$ cat config.mk
export PLATFORM = sky130hd
export DESIGN_NAME = egi_queue
export DESIGN_NICKNAME = d
export VERILOG_FILES = /design/src/hw/rtl/egi_queue.sv
export SDC_FILE = /design/constraint.sdc
export NUM_CORES = 1
export LEC_CHECK = 0
export ABC_AREA = 1
export BUFFER_PORTS_ARGS = -buffer_cell sky130_fd_sc_hd__buf_4
export CORE_MARGIN = 2
export CORE_UTILIZATION = 40
export DETAILED_ROUTE_END_ITERATION = 8
export GPL_TIMING_DRIVEN = 1
export REMOVE_ABC_BUFFERS = 1
export SLEW_MARGIN = 20
export SYNTH_ARGS = -nofsm -noshare
export SYNTH_HDL_FRONTEND = slang
export SYNTH_SLANG_ARGS = --single-unit
$ cat constraint.sdc
create_clock -name i_clk -period 5.4 [get_ports i_clk]
set_input_delay 1.08 -clock i_clk [delete_from_list [all_inputs] [get_ports i_clk]]
set_output_delay 1.08 -clock i_clk [all_outputs]
set_load 0.01 [all_outputs]
$ cat src/hw/rtl/egi_queue.sv
// Short item queue between the front and back parts.
// No dependencies.
`timescale 1ns / 1ps

module egi_queue #(
    parameter int WIDTH = 44,
    parameter int DEPTH = 4
) (
    input  logic             i_clk,
    input  logic             i_rst_n,
    input  logic             i_push,
    input  logic [WIDTH-1:0] i_data,
    output logic             o_full,
    input  logic             i_pop,
    output logic             o_valid,
    output logic [WIDTH-1:0] o_data
);

    localparam int PW = $clog2(DEPTH);
    localparam int CW = $clog2(DEPTH + 1);
    localparam logic [PW-1:0] LAST_PTR = PW'(DEPTH - 1);
    localparam logic [CW-1:0] FULL_CNT = CW'(DEPTH);

    logic [WIDTH-1:0] r_mem [DEPTH];
    logic [PW-1:0]    r_wr_ptr;
    logic [PW-1:0]    n_wr_ptr;
    logic [PW-1:0]    r_rd_ptr;
    logic [PW-1:0]    n_rd_ptr;
    logic [CW-1:0]    r_count;
    logic [CW-1:0]    n_count;
    logic             w_push;
    logic             w_pop;

    assign o_full  = (r_count == FULL_CNT);
    assign o_valid = (r_count != '0);
    assign o_data  = r_mem[r_rd_ptr];
    assign w_push  = i_push && !o_full;
    assign w_pop   = i_pop && o_valid;

    always_comb begin
        n_wr_ptr = r_wr_ptr;
        n_rd_ptr = r_rd_ptr;
        n_count  = r_count;
        if (w_push) begin
            n_wr_ptr = (r_wr_ptr == LAST_PTR) ? '0 : r_wr_ptr + 1'b1;
        end
        if (w_pop) begin
            n_rd_ptr = (r_rd_ptr == LAST_PTR) ? '0 : r_rd_ptr + 1'b1;
        end
        if (w_push && !w_pop) begin
            n_count = r_count + 1'b1;
        end else if (w_pop && !w_push) begin
            n_count = r_count - 1'b1;
        end
    end

    always_ff @(posedge i_clk) begin
        if (!i_rst_n) begin
            r_wr_ptr <= '0;
            r_rd_ptr <= '0;
            r_count  <= '0;
        end else begin
            r_wr_ptr <= n_wr_ptr;
            r_rd_ptr <= n_rd_ptr;
            r_count  <= n_count;
        end
    end

    always_ff @(posedge i_clk) begin
        if (w_push) begin
            r_mem[r_wr_ptr] <= i_data;
        end
    end

endmodule

==> results.md <==
Status:
- The flow ran to the end, and the final reports show no timing, DRC or antenna violations.

Timing:
- The accumulated negative setup slack is 0 ns.
- The hold violation total from the final report is 0.
- The maximum clock skew at final layout is about 0.0070 ns.
- The time the final worst path needs with I/O delays and setup is around 3.6 ns.
- The count of endpoints failing setup in the final report is 0.
- Headroom to the max-slew limit came out at 0.312.
- Setup slack on the critical path of the routed design comes to ~1.8 ns.
- In the finished design, the share of the clock period the worst path needs comes to 0.676.
- The top achievable clock speed is ~270 MHz.
- Setup repair after global routing left no endpoint under its margin.
- The number of pins with negative max-slew slack in the final report is 0.
- At the pin with the least slew margin, the transition time is ~1.0 ns.

Critical path:
- The critical path is of the reg2out type.
- The worst setup path is captured at an output port.
- Data on the critical path arrives at its endpoint at around 2.6 ns.
- STA classifies the critical path startpoint as a register.
- The worst register-to-register path has a setup slack of about 3.1 ns.
- The required time of the worst setup path is about 4.3 ns.
- Along the worst path, the maximum fanout reaches a little under 90.

Die:
- The effective utilization at floorplan is 0.409.
- In this run the count of I/O pins placed on the die edge is 94.
- Row generation in the floorplan step produced 48 rows.
- The vertical extent of the die is roughly 140 um.
- The core region area is approximately 17000 um^2.
- From left edge to right edge, the die measures around 140 um.
- The die area is ~19000 um^2.

Power and ir drop:
- Power spread over the standard cell area amounts to 496 nW/um^2.
- The total power is 4290 uW.
- Across the VDD grid, the largest voltage drop is around 0.27 mV.
- Summed over all cells, the static leakage comes to 0.00307 uW.

Yosys:
- Counting instances in the post-synthesis netlist gives the leading cell types as 176 x sky130_fd_sc_hd__edfxtp_1, 95 x sky130_fd_sc_hd__nor2_1, 83 x sky130_fd_sc_hd__o21ai_0.
- By area the synthesized netlist is led by sky130_fd_sc_hd__edfxtp_1 74%, sky130_fd_sc_hd__o21ai_0 5.8%, sky130_fd_sc_hd__nor2_1 5.0%.
- Counting flops with an async set or reset pin after synthesis yields a share of 0.
- Synthesis produced a netlist whose cell count is about 500.
- The average footprint of a synthesized cell is ~14 um^2.
- After synthesis the cells add up to 7100 um^2.
- The area share of the largest cell type after synthesis is 0.744.
- The count of warnings emitted by yosys is 0.
- The cell taking the most area after synthesis is sky130_fd_sc_hd__edfxtp_1.
- By instance count, the leading cell after synthesis is sky130_fd_sc_hd__edfxtp_1.
- After synthesis, the netlist uses 23 different library cells.
- The sequential fraction of the synthesis area is 0.770.
- Counting flops with a built-in enable in the synthesized netlist gives 176.
- The post-synthesis register bit count is around 190.
- The most frequently used flop master after synthesis is sky130_fd_sc_hd__edfxtp_1.

Clocking:
- The worst-skew pair later-pin latency is around 0.42 ns.
- The tree is rooted in a sky130_fd_sc_hd__clkbuf_16.
- For this design, the sink count on the clock tree is approximately 190.
- The number of buffers inserted during clock tree synthesis is 17.
- The H-tree generated during clock tree synthesis spans 4 levels.
- After clock tree synthesis, the setup repair step added 0 buffers.
- Clock-pin slew was measured on the worst setup and hold paths at 0.06 ns.
- Gates resized during post-CTS repair numbered 0.
- The number of buffers inserted by hold repair at cts is 0.
- The clock tree buffer depth is 2.
- TritonCTS built the clock tree.

Detailed routing:
- The first TritonRoute pass finished after 4 iterations.
- Using the TritonRoute via totals, the vias-per-cell ratio works out to 5.11.
- The number of routed nets with antenna violations is 0.
- The via count is 4223.
- The per-cell routed wire length is approximately 18 um.
- The total length of routed wires is approximately 15000 um.
- The violation count after the first detailed-route iteration is just under 300.
- For this run, design rule violations remaining after detail routing come to 0.

Global routing:
- The number of antenna violations at the first check in global routing is 0.
- The total overflow left after global routing is 0.
- The pin count of the biggest net entering global routing is roughly 90.
- The number of global-route vias before repair is about 4200.
- The global-route wire length before repair is around 22000 um.
- Across every metal layer, demand over resource in global routing totals 0.163.

Layout:
- In the final layout, the share of cells above drive strength 1 is 0.257.
- The number of inserted diodes is 0.
- For this run, the number of standard cells in the final layout without fillers is 827.
- The area growth from synthesis to layout is 21.7%.
- At the end of the flow the core is filled with cells to 0.498.
- The post-layout net count is roughly 640.

Place:
- Including well taps, the total number of placed cells is 793.
- The worst setup slack after placement is between 2 and 2.5 ns.
- The final estimated routing congestion in global placement is ~0.7.
- Once detailed placement completed, the half-perimeter wirelength came to about 8400 um.
- In this run the tool buffered the top-level ports with a little over 90 buffer cells.

Min path:
- The worst hold path class is reg2reg.

Run:
- The max-cap violation count is 0.
final timing paths:
path,startpoint,end,cells past startpoint
min,r_count[0]$_SDFFE_PN0P_,r_count[0]$_SDFFE_PN0P_,2
max,register,o_data[12],4
min reg2reg,r_count[0]$_SDFFE_PN0P_,r_count[0]$_SDFFE_PN0P_,2
max reg2reg,r_count[1]$_SDFFE_PN0P_,r_mem[2][42]$_DFFE_PP_,5
kinds of logic (layout without fill, tap and decap cells):
kind of cell | Yosys count | in the layout | synth area share
AOI/OAI and AO/OA | 136 | 136 | 0.112
adders and majority gates | 7 | 7 | 0.0134
buffers and inverters | 45 | 151 | 0.0351
DFF | 185 | 185 | 0.770
and+or+nand+nor | 123 | 123 | 0.0696
per-stage QoR:
stage | cell area [um^2] | hold WS [ns]
3_3_place_gp | 7980 | 0.492
5_1_grt | 8650 | 0.575
6_report | 8650 | 0.525
4_1_cts | 8590 | 0.518
2_1_floorplan | 6930 | 0.480
3_5_place_dp | 8000 | 0.508
where the power goes:
group,switching [uW],internal (uW)
registers,116,1750
clock network,480,769
logic,682,489
worst max-delay path, cell delays in order (launching register included):
cell and delay [ns]:
sky130_fd_sc_hd__dfxtp_2 1.01, sky130_fd_sc_hd__inv_6 0.48, sky130_fd_sc_hd__o21ai_0 0.37, sky130_fd_sc_hd__o22ai_2 0.10, sky130_fd_sc_hd__buf_4 0.15
registers in the layout, indices dropped and copies added, names as in the netlist, named ones only:
| signal | flops |
|---|---|
| r_count | 3 |
| r_mem | 176 |
| r_wr_ptr | 2 |
| r_rd_ptr | 2 |
layout make-up:
type / instances / area (um^2)
flip-flops and latches: 185 / 5470
well taps: 225 / 282
inverters: 18 / 72.6
clock buffers: 22 / 444
clock inverters: 10 / 151
multi-input cells: 266 / 1420
repair buffers: 101 / 811
fillers: 1466 / 8710
cells in the final DEF, fill, tap and decap left out, drive strengths merged:
cell,Yosys,final
buf,24,101
clkbuf,3,22
ha,6,6
nand3b,1,1
nand2,15,15
clkinv,0,5
nand3,1,1
bufinv,0,4
a21oi,2,2
nand4,1,1
nor2,105,105
o22ai,44,44
clkinvlp,0,1
fa,1,1
edfxtp,176,176
dfxtp,9,9
o21ai,90,90
inv,18,18
metal layers:
layer / global-route usage / part of all wire
met1: 0.205 / 0.43
met2: 0.262 / 0.49
met3: 0.0541 / 0.060
met4: 0.0619 / 0.013
met5: 0 / 0
Power figures use the tool's default switching activity.
